`config.mk`:
```
export PLATFORM = sky130hd
export DESIGN_NAME = slab_pool_allocator
export DESIGN_NICKNAME = d
export VERILOG_FILES = /design/src/rtl/core/spa_pkg.sv /design/src/rtl/core/spa_ram.sv /design/src/rtl/core/spa_engine.sv /design/src/rtl/core/slab_pool_allocator.sv
export SDC_FILE = /design/constraint.sdc
export NUM_CORES = 2
export LEC_CHECK = 0
export ABC_CLOCK_PERIOD_IN_PS = 16950
export BUFFER_PORTS_ARGS = -buffer_cell sky130_fd_sc_hd__buf_2
export CORE_UTILIZATION = 60
export DETAILED_ROUTE_END_ITERATION = 16
export GPL_TIMING_DRIVEN = 0
export HOLD_SLACK_MARGIN = 0.08
export PLACE_DENSITY = 0.87
export SYNTH_ARGS = -nofsm -noshare
export SYNTH_HDL_FRONTEND = slang
export SYNTH_SLANG_ARGS = --single-unit
export TNS_END_PERCENT = 5
```
`constraint.sdc`:
```
create_clock -name i_clk -period 16.95 [get_ports i_clk]
set_input_delay 1.695 -clock i_clk [delete_from_list [all_inputs] [get_ports i_clk]]
set_output_delay 1.695 -clock i_clk [all_outputs]
set_load 0.01 [all_outputs]
```
`src/rtl/core/spa_pkg.sv`:
```
package spa_pkg;

    // Sizing of the stores
    localparam int MAX_SLABS  = 64;
    localparam int ADDR_BITS  = 24;
    localparam int IDX_BITS   = $clog2(MAX_SLABS);
    localparam int CNT_BITS   = $clog2(MAX_SLABS + 1);

    // Field widths
    localparam int PAYLOAD_W  = 16;
    localparam int SPR_W      = 7;
    localparam int HEAP_W     = 24;
    localparam int STRIDE_W   = 17;
    localparam int TOTAL_W    = SPR_W + STRIDE_W;
    localparam int TSIZE_W    = HEAP_W + 1;
    localparam int STATUS_W   = 2;
    localparam int REQ_W      = 2;
    localparam int COUNT_W    = 7;

    localparam int HDR_BYTES   = 12;
    localparam int ALIGN_BYTES = 32;

    // Configuration register reset values
    localparam logic [PAYLOAD_W-1:0] PAYLOAD_RST = PAYLOAD_W'(256);
    localparam logic [SPR_W-1:0]     SPR_RST     = SPR_W'(8);
    localparam logic [HEAP_W-1:0]    HEAP_RST    = HEAP_W'(65536);

    // Configuration register index (paddr word select)
    localparam logic [1:0] REG_PAYLOAD = 2'd0;
    localparam logic [1:0] REG_SPR     = 2'd1;
    localparam logic [1:0] REG_HEAP    = 2'd2;

    // Request codes
    localparam logic [REQ_W-1:0] REQ_ALLOC     = 2'd0;
    localparam logic [REQ_W-1:0] REQ_SLAB_FREE = 2'd1;
    localparam logic [REQ_W-1:0] REQ_FREE      = 2'd2;
    localparam logic [REQ_W-1:0] REQ_INIT      = 2'd3;

    // Status codes
    localparam logic [STATUS_W-1:0] ST_OK        = 2'd0;
    localparam logic [STATUS_W-1:0] ST_NOT_FOUND = 2'd1;
    localparam logic [STATUS_W-1:0] ST_EXHAUSTED = 2'd2;
    localparam logic [STATUS_W-1:0] ST_FULL      = 2'd3;

    typedef struct packed {
        logic                 we;
        logic [IDX_BITS-1:0]  waddr;
        logic [ADDR_BITS-1:0] wdata;
        logic [IDX_BITS-1:0]  raddr;
    } t_ram_ctl;

    typedef struct packed {
        logic [STATUS_W-1:0]  status;
        logic [ADDR_BITS-1:0] slab_address;
        logic [ADDR_BITS-1:0] block_offset;
        logic [STRIDE_W-1:0]  block_size;
        logic [COUNT_W-1:0]   ready_count;
        logic [COUNT_W-1:0]   taken_count;
    } t_result;

endpackage

```
`src/rtl/core/spa_ram.sv`:
```
module spa_ram #(
    parameter int WIDTH = 24,
    parameter int DEPTH = 64
) (
    input  logic                     i_clk,
    input  logic                     i_we,
    input  logic [$clog2(DEPTH)-1:0] i_waddr,
    input  logic [WIDTH-1:0]         i_wdata,
    input  logic [$clog2(DEPTH)-1:0] i_raddr,
    output logic [WIDTH-1:0]         o_rdata
);

    logic [WIDTH-1:0] r_mem [DEPTH];
    logic [WIDTH-1:0] r_rdata;

    always_ff @(posedge i_clk) begin
        if (i_we) begin
            r_mem[i_waddr] <= i_wdata;
        end
        r_rdata <= r_mem[i_raddr];
    end

    assign o_rdata = r_rdata;

endmodule

```
`src/rtl/core/spa_engine.sv`:
```
module spa_engine
    import spa_pkg::*;
(
    input  logic                 i_clk,
    input  logic                 i_rst_n,
    input  logic                 i_start,
    input  logic [REQ_W-1:0]     i_req_type,
    input  logic [ADDR_BITS-1:0] i_address,
    input  logic [STRIDE_W-1:0]  i_stride,
    input  logic [SPR_W-1:0]     i_spr,
    input  logic [HEAP_W-1:0]    i_heap,
    input  logic                 i_out_free,
    output logic                 o_idle,
    output logic                 o_done,
    output t_result              o_result,
    output t_ram_ctl             o_ready_ram,
    input  logic [ADDR_BITS-1:0] i_ready_rdata,
    output t_ram_ctl             o_taken_ram,
    input  logic [ADDR_BITS-1:0] i_taken_rdata
);

    typedef enum logic [9:0] {
        S_IDLE   = 10'b0000000001,
        S_MUL    = 10'b0000000010,
        S_CHK    = 10'b0000000100,
        S_CARVE  = 10'b0000001000,
        S_POP_RD = 10'b0000010000,
        S_POP_WR = 10'b0000100000,
        S_SCAN   = 10'b0001000000,
        S_SHIFT  = 10'b0010000000,
        S_PUSH   = 10'b0100000000,
        S_DONE   = 10'b1000000000
    } t_state;

    localparam logic [CNT_BITS-1:0]  MAX_CNT = CNT_BITS'(MAX_SLABS);
    localparam logic [ADDR_BITS-1:0] HDR_A   = ADDR_BITS'(HDR_BYTES);

    t_state                r_state;
    logic [REQ_W-1:0]      r_req;
    logic [ADDR_BITS-1:0]  r_addr;
    logic [STATUS_W-1:0]   r_status;
    logic [ADDR_BITS-1:0]  r_slab_addr;
    logic [CNT_BITS-1:0]   r_ready_depth;
    logic [CNT_BITS-1:0]   r_taken_depth;
    logic [ADDR_BITS-1:0]  r_tail_off;
    logic [TSIZE_W-1:0]    r_tail_size;
    logic [TOTAL_W-1:0]    r_total;
    logic [SPR_W-1:0]      r_cnt;
    logic [CNT_BITS-1:0]   r_idx;
    logic                  r_pend;
    logic [IDX_BITS-1:0]   r_pidx;
    logic                  r_list_rdy;

    logic [CNT_BITS-1:0]   sel_depth;
    logic [ADDR_BITS-1:0]  sel_rdata;
    logic                  issue;
    logic                  free_ok;

    assign sel_depth = r_list_rdy ? r_ready_depth : r_taken_depth;
    assign sel_rdata = r_list_rdy ? i_ready_rdata : i_taken_rdata;
    assign issue     = (r_idx < sel_depth);

    // RAM port steering
    always_comb begin
        o_ready_ram       = '0;
        o_taken_ram       = '0;
        unique case (r_state) inside
            S_CARVE: begin
                o_ready_ram.we    = (r_cnt != '0);
                o_ready_ram.waddr = r_ready_depth[IDX_BITS-1:0];
                o_ready_ram.wdata = r_tail_off + HDR_A;
            end
            S_POP_RD: begin
                o_ready_ram.raddr = IDX_BITS'(r_ready_depth - 1'b1);
            end
            S_POP_WR: begin
                o_taken_ram.we    = 1'b1;
                o_taken_ram.waddr = r_taken_depth[IDX_BITS-1:0];
                o_taken_ram.wdata = i_ready_rdata;
            end
            S_SCAN, S_SHIFT: begin
                if (r_list_rdy) begin
                    o_ready_ram.raddr = r_idx[IDX_BITS-1:0];
                    o_ready_ram.we    = (r_state == S_SHIFT) && r_pend;
                    o_ready_ram.waddr = r_pidx - 1'b1;
                    o_ready_ram.wdata = i_ready_rdata;
                end else begin
                    o_taken_ram.raddr = r_idx[IDX_BITS-1:0];
                    o_taken_ram.we    = (r_state == S_SHIFT) && r_pend;
                    o_taken_ram.waddr = r_pidx - 1'b1;
                    o_taken_ram.wdata = i_taken_rdata;
                end
            end
            S_PUSH: begin
                o_ready_ram.we    = 1'b1;
                o_ready_ram.waddr = r_ready_depth[IDX_BITS-1:0];
                o_ready_ram.wdata = r_addr;
            end
            default: begin
            end
        endcase
    end

    always_ff @(posedge i_clk) begin
        if (!i_rst_n) begin
            r_state       <= S_IDLE;
            r_ready_depth <= '0;
            r_taken_depth <= '0;
            r_tail_off    <= '0;
            r_tail_size   <= '0;
            r_pend        <= 1'b0;
        end else begin
            unique case (r_state)
                S_IDLE: begin
                    if (i_start) begin
                        r_req       <= i_req_type;
                        r_addr      <= i_address;
                        r_status    <= ST_OK;
                        r_slab_addr <= '0;
                        r_idx       <= '0;
                        r_pend      <= 1'b0;
                        r_list_rdy  <= 1'b0;
                        unique case (i_req_type) inside
                            REQ_ALLOC: begin
                                if (r_taken_depth >= MAX_CNT) begin
                                    r_status <= ST_FULL;
                                    r_state  <= S_DONE;
                                end else if (r_ready_depth != '0) begin
                                    r_state <= S_POP_RD;
                                end else if (i_spr == '0) begin
                                    r_status <= ST_EXHAUSTED;
                                    r_state  <= S_DONE;
                                end else begin
                                    r_state <= S_MUL;
                                end
                            end
                            REQ_SLAB_FREE, REQ_FREE: begin
                                r_state <= S_SCAN;
                            end
                            default: begin
                                r_ready_depth <= '0;
                                r_taken_depth <= '0;
                                r_tail_off    <= '0;
                                r_tail_size   <= {1'b0, i_heap};
                                r_state       <= S_MUL;
                            end
                        endcase
                    end
                end
                S_MUL: begin
                    // refill is all or nothing: room on the stack first
                    r_total <= TOTAL_W'(i_spr) * TOTAL_W'(i_stride);
                    r_cnt   <= i_spr;
                    if (32'(i_spr) > 32'(MAX_CNT - r_ready_depth)) begin
                        r_status <= ST_FULL;
                        r_state  <= S_DONE;
                    end else begin
                        r_state <= S_CHK;
                    end
                end
                S_CHK: begin
                    if (TSIZE_W'(r_total) > r_tail_size) begin
                        r_status <= ST_EXHAUSTED;
                        r_state  <= S_DONE;
                    end else begin
                        r_tail_size <= r_tail_size - TSIZE_W'(r_total);
                        r_state     <= S_CARVE;
                    end
                end
                S_CARVE: begin
                    if (r_cnt != '0) begin
                        r_cnt         <= r_cnt - 1'b1;
                        r_ready_depth <= r_ready_depth + 1'b1;
                        r_tail_off    <= r_tail_off + ADDR_BITS'(i_stride);
                    end else if (r_req == REQ_ALLOC) begin
                        r_state <= S_POP_RD;
                    end else begin
                        r_state <= S_DONE;
                    end
                end
                S_POP_RD: begin
                    r_state <= S_POP_WR;
                end
                S_POP_WR: begin
                    r_slab_addr   <= i_ready_rdata;
                    r_ready_depth <= r_ready_depth - 1'b1;
                    r_taken_depth <= r_taken_depth + 1'b1;
                    r_state       <= S_DONE;
                end
                S_SCAN: begin
                    if (r_pend && (sel_rdata == r_addr)) begin
                        if ((r_req == REQ_SLAB_FREE) && (r_ready_depth >= MAX_CNT)) begin
                            r_status <= ST_FULL;
                            r_state  <= S_DONE;
                        end else begin
                            r_idx   <= CNT_BITS'(r_pidx) + 1'b1;
                            r_pend  <= 1'b0;
                            r_state <= S_SHIFT;
                        end
                    end else if (!r_pend && !issue) begin
                        if ((r_req == REQ_FREE) && !r_list_rdy) begin
                            r_list_rdy <= 1'b1;
                            r_idx      <= '0;
                        end else begin
                            r_status <= ST_NOT_FOUND;
                            r_state  <= S_DONE;
                        end
                    end else begin
                        r_pend <= issue;
                        r_pidx <= r_idx[IDX_BITS-1:0];
                        if (issue) begin
                            r_idx <= r_idx + 1'b1;
                        end
                    end
                end
                S_SHIFT: begin
                    // close the gap: read entry i+1, write it at i next cycle
                    if (!r_pend && !issue) begin
                        if (r_list_rdy) begin
                            r_ready_depth <= r_ready_depth - 1'b1;
                        end else begin
                            r_taken_depth <= r_taken_depth - 1'b1;
                        end
                        r_state <= (r_req == REQ_SLAB_FREE) ? S_PUSH : S_DONE;
                    end else begin
                        r_pend <= issue;
                        r_pidx <= r_idx[IDX_BITS-1:0];
                        if (issue) begin
                            r_idx <= r_idx + 1'b1;
                        end
                    end
                end
                S_PUSH: begin
                    r_ready_depth <= r_ready_depth + 1'b1;
                    r_state       <= S_DONE;
                end
                S_DONE: begin
                    if (i_out_free) begin
                        r_state <= S_IDLE;
                    end
                end
                default: begin
                    r_state <= S_IDLE;
                end
            endcase
        end
    end

    assign free_ok = (r_req == REQ_FREE) && (r_status == ST_OK);

    assign o_idle                = (r_state == S_IDLE);
    assign o_done                = (r_state == S_DONE) && i_out_free;
    assign o_result.status       = r_status;
    assign o_result.slab_address = r_slab_addr;
    assign o_result.block_offset = free_ok ? (r_addr - HDR_A) : '0;
    assign o_result.block_size   = free_ok ? i_stride : '0;
    assign o_result.ready_count  = COUNT_W'(r_ready_depth);
    assign o_result.taken_count  = COUNT_W'(r_taken_depth);

endmodule

```
`src/rtl/core/slab_pool_allocator.sv`:
```
// Slab pool allocator: LIFO ready stack and ordered taken list in two RAMs.
// Slab alloc pops the ready stack, refilling it first when the stack is empty;
// initialize empties both lists and carves a fresh refill; slab free and free walk
// a list one RAM read per cycle, and a free may fall through to the ready stack.
// One transaction at a time. Sync reset empties both lists.
module slab_pool_allocator
    import spa_pkg::*;
(
    input  logic                 i_clk,
    input  logic                 i_rst_n,
    // request channel
    input  logic                 i_in_valid,
    output logic                 o_in_ready,
    input  logic [REQ_W-1:0]     i_req_type,
    input  logic [ADDR_BITS-1:0] i_address,
    // result channel
    output logic                 o_out_valid,
    input  logic                 i_out_ready,
    output logic [STATUS_W-1:0]  o_status,
    output logic [ADDR_BITS-1:0] o_slab_address,
    output logic [ADDR_BITS-1:0] o_block_offset,
    output logic [STRIDE_W-1:0]  o_block_size,
    output logic [COUNT_W-1:0]   o_ready_count,
    output logic [COUNT_W-1:0]   o_taken_count,
    // configuration port
    input  logic                 psel,
    input  logic                 penable,
    input  logic                 pwrite,
    input  logic [3:0]           paddr,
    input  logic [31:0]          pwdata,
    output logic [31:0]          prdata,
    output logic                 pready
);

    localparam logic [STRIDE_W:0] ALIGN_MASK = ~((STRIDE_W + 1)'(ALIGN_BYTES - 1));

    logic [PAYLOAD_W-1:0] r_payload;
    logic [SPR_W-1:0]     r_spr;
    logic [HEAP_W-1:0]    r_heap;

    logic                 r_out_valid;
    t_result              r_out;

    logic                 cfg_wr;
    logic [STRIDE_W:0]    hdr_sum;
    logic [STRIDE_W:0]    rounded;
    logic [STRIDE_W-1:0]  stride;

    logic                 eng_idle;
    logic                 eng_done;
    logic                 out_free;
    t_result              eng_result;
    t_ram_ctl             ready_ctl;
    t_ram_ctl             taken_ctl;
    logic [ADDR_BITS-1:0] ready_rdata;
    logic [ADDR_BITS-1:0] taken_rdata;

    // APB: zero-wait, write on the access phase
    assign pready = 1'b1;
    assign cfg_wr = psel && penable && pwrite;

    always_ff @(posedge i_clk) begin
        if (!i_rst_n) begin
            r_payload <= PAYLOAD_RST;
            r_spr     <= SPR_RST;
            r_heap    <= HEAP_RST;
        end else if (cfg_wr) begin
            unique case (paddr[3:2])
                REG_PAYLOAD: r_payload <= pwdata[PAYLOAD_W-1:0];
                REG_SPR:     r_spr     <= pwdata[SPR_W-1:0];
                REG_HEAP:    r_heap    <= pwdata[HEAP_W-1:0];
                default: begin
                end
            endcase
        end
    end

    always_comb begin
        unique case (paddr[3:2])
            REG_PAYLOAD: prdata = 32'(r_payload);
            REG_SPR:     prdata = 32'(r_spr);
            REG_HEAP:    prdata = 32'(r_heap);
            default:     prdata = '0;
        endcase
    end

    // Slab stride: payload plus header, rounded up to the alignment
    assign hdr_sum = (STRIDE_W + 1)'(r_payload) + (STRIDE_W + 1)'(HDR_BYTES);
    assign rounded = (hdr_sum + (STRIDE_W + 1)'(ALIGN_BYTES - 1)) & ALIGN_MASK;
    assign stride  = rounded[STRIDE_W-1:0];

    // Output register: engine may finish while the slot drains
    assign out_free   = !r_out_valid || i_out_ready;
    assign o_in_ready = eng_idle;

    always_ff @(posedge i_clk) begin
        if (!i_rst_n) begin
            r_out_valid <= 1'b0;
        end else if (eng_done) begin
            r_out_valid <= 1'b1;
        end else if (i_out_ready) begin
            r_out_valid <= 1'b0;
        end
    end

    always_ff @(posedge i_clk) begin
        if (eng_done) begin
            r_out <= eng_result;
        end
    end

    spa_engine u_engine (
        .i_clk         (i_clk),
        .i_rst_n       (i_rst_n),
        .i_start       (i_in_valid && eng_idle),
        .i_req_type    (i_req_type),
        .i_address     (i_address),
        .i_stride      (stride),
        .i_spr         (r_spr),
        .i_heap        (r_heap),
        .i_out_free    (out_free),
        .o_idle        (eng_idle),
        .o_done        (eng_done),
        .o_result      (eng_result),
        .o_ready_ram   (ready_ctl),
        .i_ready_rdata (ready_rdata),
        .o_taken_ram   (taken_ctl),
        .i_taken_rdata (taken_rdata)
    );

    // Ready stack (LIFO of slab data addresses)
    spa_ram #(
        .WIDTH (ADDR_BITS),
        .DEPTH (MAX_SLABS)
    ) u_ready_ram (
        .i_clk   (i_clk),
        .i_we    (ready_ctl.we),
        .i_waddr (ready_ctl.waddr),
        .i_wdata (ready_ctl.wdata),
        .i_raddr (ready_ctl.raddr),
        .o_rdata (ready_rdata)
    );

    // Taken list (ordered, compacted on removal)
    spa_ram #(
        .WIDTH (ADDR_BITS),
        .DEPTH (MAX_SLABS)
    ) u_taken_ram (
        .i_clk   (i_clk),
        .i_we    (taken_ctl.we),
        .i_waddr (taken_ctl.waddr),
        .i_wdata (taken_ctl.wdata),
        .i_raddr (taken_ctl.raddr),
        .o_rdata (taken_rdata)
    );

    assign o_out_valid    = r_out_valid;
    assign o_status       = r_out.status;
    assign o_slab_address = r_out.slab_address;
    assign o_block_offset = r_out.block_offset;
    assign o_block_size   = r_out.block_size;
    assign o_ready_count  = r_out.ready_count;
    assign o_taken_count  = r_out.taken_count;

endmodule

```
==> results_dict.tcl <==
set metrics [dict create \
    power_density_nw_per_um2 111 \
    rsz0062_at_grt "false" \
    hold_violations 0 \
    holdPathStages 0 \
    io_pins 185 \
    timing.final.crit_share_pct 39.3 \
    via_count 90579 \
    drtIter0Drc 16986 \
    synth_async_sr_flop_share_pct 0 \
    synth_warnings 0 \
    hpwl_um 306000 \
    viasPerCell 7.23 \
    first_global_vias 86820 \
    cpPeakStageDelay_ns 0.95 \
    synth_ff_type "edfxtp_1" \
    cts_tree "yes" \
    drive_above_1_share_pct 16.8 \
    ff2ff_setup_slack_ns 10.29 \
    seq_area_frac_synth_pct 71.9 \
    r2r-end "u_engine.r_total[23]" \
    path_delay_family "adder cells" \
    area_growth_pct 14.3 \
    ff2ff_path_depth 22 \
    track_usage_pct 38.3 \
    cp_max_fo 9 \
    final_cell_mix "edfxtp_1 (3240), mux2i_1 (912), nand2_1 (565)" \
    grt_max_degree 65 \
    final_common_cell "edfxtp_1" \
    yosysUniqueCellTypes 89 \
    netlist.area_leader.share_pct 69.7 \
    run_status "finished with violations" \
    p_leak_nw 57.3 \
    peakVddDrop_uv 158 \
    synth_area_leaders "edfxtp_1 (70%), mux2i_1 (6.5%), mux4_2 (5.0%), dfxtp_1 (2.3%), nand2_1 (1.5%)" \
    nets 9442 \
    critPathLaunchType "register" \
    power_mw 17.7 \
    wl_per_cell_um 36.6 \
    whs_endpoint "o_slab_address[2]" \
    worstMarginPinSlew_ns 1.75 \
    synth_largest_area_cell "edfxtp_1" \
    end_kind "register" \
    clk_latency_ns 0.97 \
    cts.htree.levels 5 \
    arrival_ns 7.33 \
    dp_slack_ns 10.36 \
    cts-root-buf "clkbuf_16" \
    finalWorstSetupSlack_ns 10.29 \
    finalClockSkew_ns 0.0790 \
    fin_crit_ns 6.66 \
    numCtsBuffers 346 \
    synth_seq_cells 3400 \
    dieArea_um2 235000 \
    synth.avg_cell_area_um2 16.4 \
    criticalPathCategory "register to register" \
    post_cts_buffers 0 \
    grt_pass1_wl_um 634000 \
    hp-class "register to register" \
    slew_headroom_pct -18.0 \
    post_cts_resized 0 \
    finalSetupViolCount 0 \
    antenna_found_initial 50 \
    slew_viol_final 17 \
    dr.pass1.iters 10 \
    io_buffer_count 159 \
    setup_tns_ns 0 \
    max_cap_viol_count 4 \
    synthCells 8501 \
    start_util_pct 60.5 \
    ctsHoldBuffers 0 \
    core_um2 231000 \
    ant_nets 0 \
    syn_area_um2 140000 \
    die_x_um 485 \
    synth-edff-count 3240 \
    r2r-start "r_payload[2]" \
    gp_congestion 1.03 \
    gr-total-overflow 0 \
    hp-start "u_engine.r_slab_addr[2]" \
    violations "max-capacitance violations, max-slew violations" \
    max_freq_mhz 150 \
    row_count 176 \
    crit_chain "o21a_1 > o21a_1 > or2_2 > and2_1 > nand2_1 > xnor2_1 > nand2_1 > fa_1 > fa_1 > inv_1 > fa_1 > inv_1 > fa_1 > inv_1 > ha_1 > inv_1 > o21bai_1 > a2111oi_0 > nor3_1 > or2_2 > o21ai_0 > a211oi_1" \
    fp.dieH_um 485 \
    wl_um 458000 \
    post-route-util_pct 69.2 \
    cts.path.max_buffers 4 \
    critPathSlowestCell "xnor2_1" \
    path_buf_inv 4 \
    required_ns 17.62 \
    drc 0 \
    clock-sinks 3400 \
    clk_pin_slew_ns 0.06 \
]
through the flow:
| stage | hold WS (ns) | std cells | area [µm²] |
|---|---|---|---|
| after floorplan | 0.400 | 8513 | 140000 |
| after global placement | 0.407 | 11698 | 144000 |
| after detailed placement | 0.405 | 11893 | 149000 |
| after CTS | 0.420 | 12490 | 160000 |
| after global routing | 0.423 | 12506 | 160000 |
| final | 0.418 | 12526 | 160000 |
synthesized netlist by cell type (all sizes together) (43+ instances only):
cell type and number:
nand3 193, mux2 46, and2 95, nor4 45
nor2 408, inv 184, nand4 48, a22oi 51
buf 198, xor2 48, ha 96, a21oi 263
o211ai 77, dfxtp 160, o22ai 43, mux4 309
o21ai 209, o21a 72, xnor2 64, fa 52
clkbuf 315, o221ai 96, edfxtp 3240, mux2i 912
nor3 61, a221oi 44, nand2 565
metal layers:
metal  part of all wire [%]  GRT usage, %
met3                     16          13.4
met1                     32          48.2
met4                    7.4          22.3
met5                  0.082        0.0408
met2                     45          57.7
worst register-to-register path, delay by kind of cell, from the launching register on:
kind                     cells  cell delay (ns)
adder cells (fa/ha/maj)      5             2.33
AO/OA/AOI/OAI                6             1.41
AND/OR/NAND/NOR              6             1.13
XOR/XNOR                     1             0.95
flip-flops                   1             0.36
buffers and inverters        4             0.22
logic make-up (layout without fill, tap and decap cells):
logic type / Yosys count / in the layout / share of synthesized area [%]
AND/OR/NAND/NOR: 1619 / 1619 / 5.44
other: 2 / 40 / 0.00538
flip-flops: 3400 / 3400 / 71.9
adder cells (fa/ha/maj): 148 / 148 / 1.61
multiplexers: 1267 / 1267 / 11.9
XOR/XNOR: 112 / 112 / 0.708
buffers and inverters: 700 / 1661 / 2.09
AO/OA/AOI/OAI: 1253 / 1253 / 6.32
where the power goes:
part,leakage (nW),internal (mW),switching (mW)
sequential,31.1,9.14,0.0436
combinational,20.9,0.286,0.724
clock,5.25,4.26,3.25
total,57.3,13.7,4.01
registers in the layout (all words and copies together) (netlist names), 12 cells and up:
signal	count
o_block_offset	24
o_block_size	12
o_slab_address	24
r_heap	24
r_payload	16
u_engine.r_addr	24
u_engine.r_slab_addr	24
u_engine.r_tail_off	19
u_engine.r_tail_size	20
u_engine.r_total	19
u_ready_ram.o_rdata	24
u_ready_ram.r_mem	1536
u_taken_ram.o_rdata	24
u_taken_ram.r_mem	1536
how the worst max path moves through the flow:
| stage | startpoint | end | cells after the start |
|---|---|---|---|
| after floorplan | i_out_ready | o_block_offset[0] | 2 |
| after global placement | u_engine.r_state[2] | u_taken_ram.r_mem[22][4] | 10 |
| after detailed placement | r_payload[0] | u_engine.r_total[23] | 22 |
| after CTS | r_payload[0] | u_engine.r_total[23] | 22 |
| after global routing | r_payload[0] | u_engine.r_total[23] | 22 |
| final | r_payload[2] | u_engine.r_total[23] | 22 |
final cells by class:
type / instances / area (µm²)
clock buffers: 429 / 9140
well taps: 3026 / 3790
plain buffers: 513 / 2220
diodes: 26 / 65.1
multi-input cells: 4413 / 37000
inverters: 187 / 702
flip-flops and latches: 3400 / 100000
fillers: 13657 / 71100
clock inverters: 168 / 1630
repair buffers: 364 / 4660
Note: power is estimated with default switching activity, not from simulation.
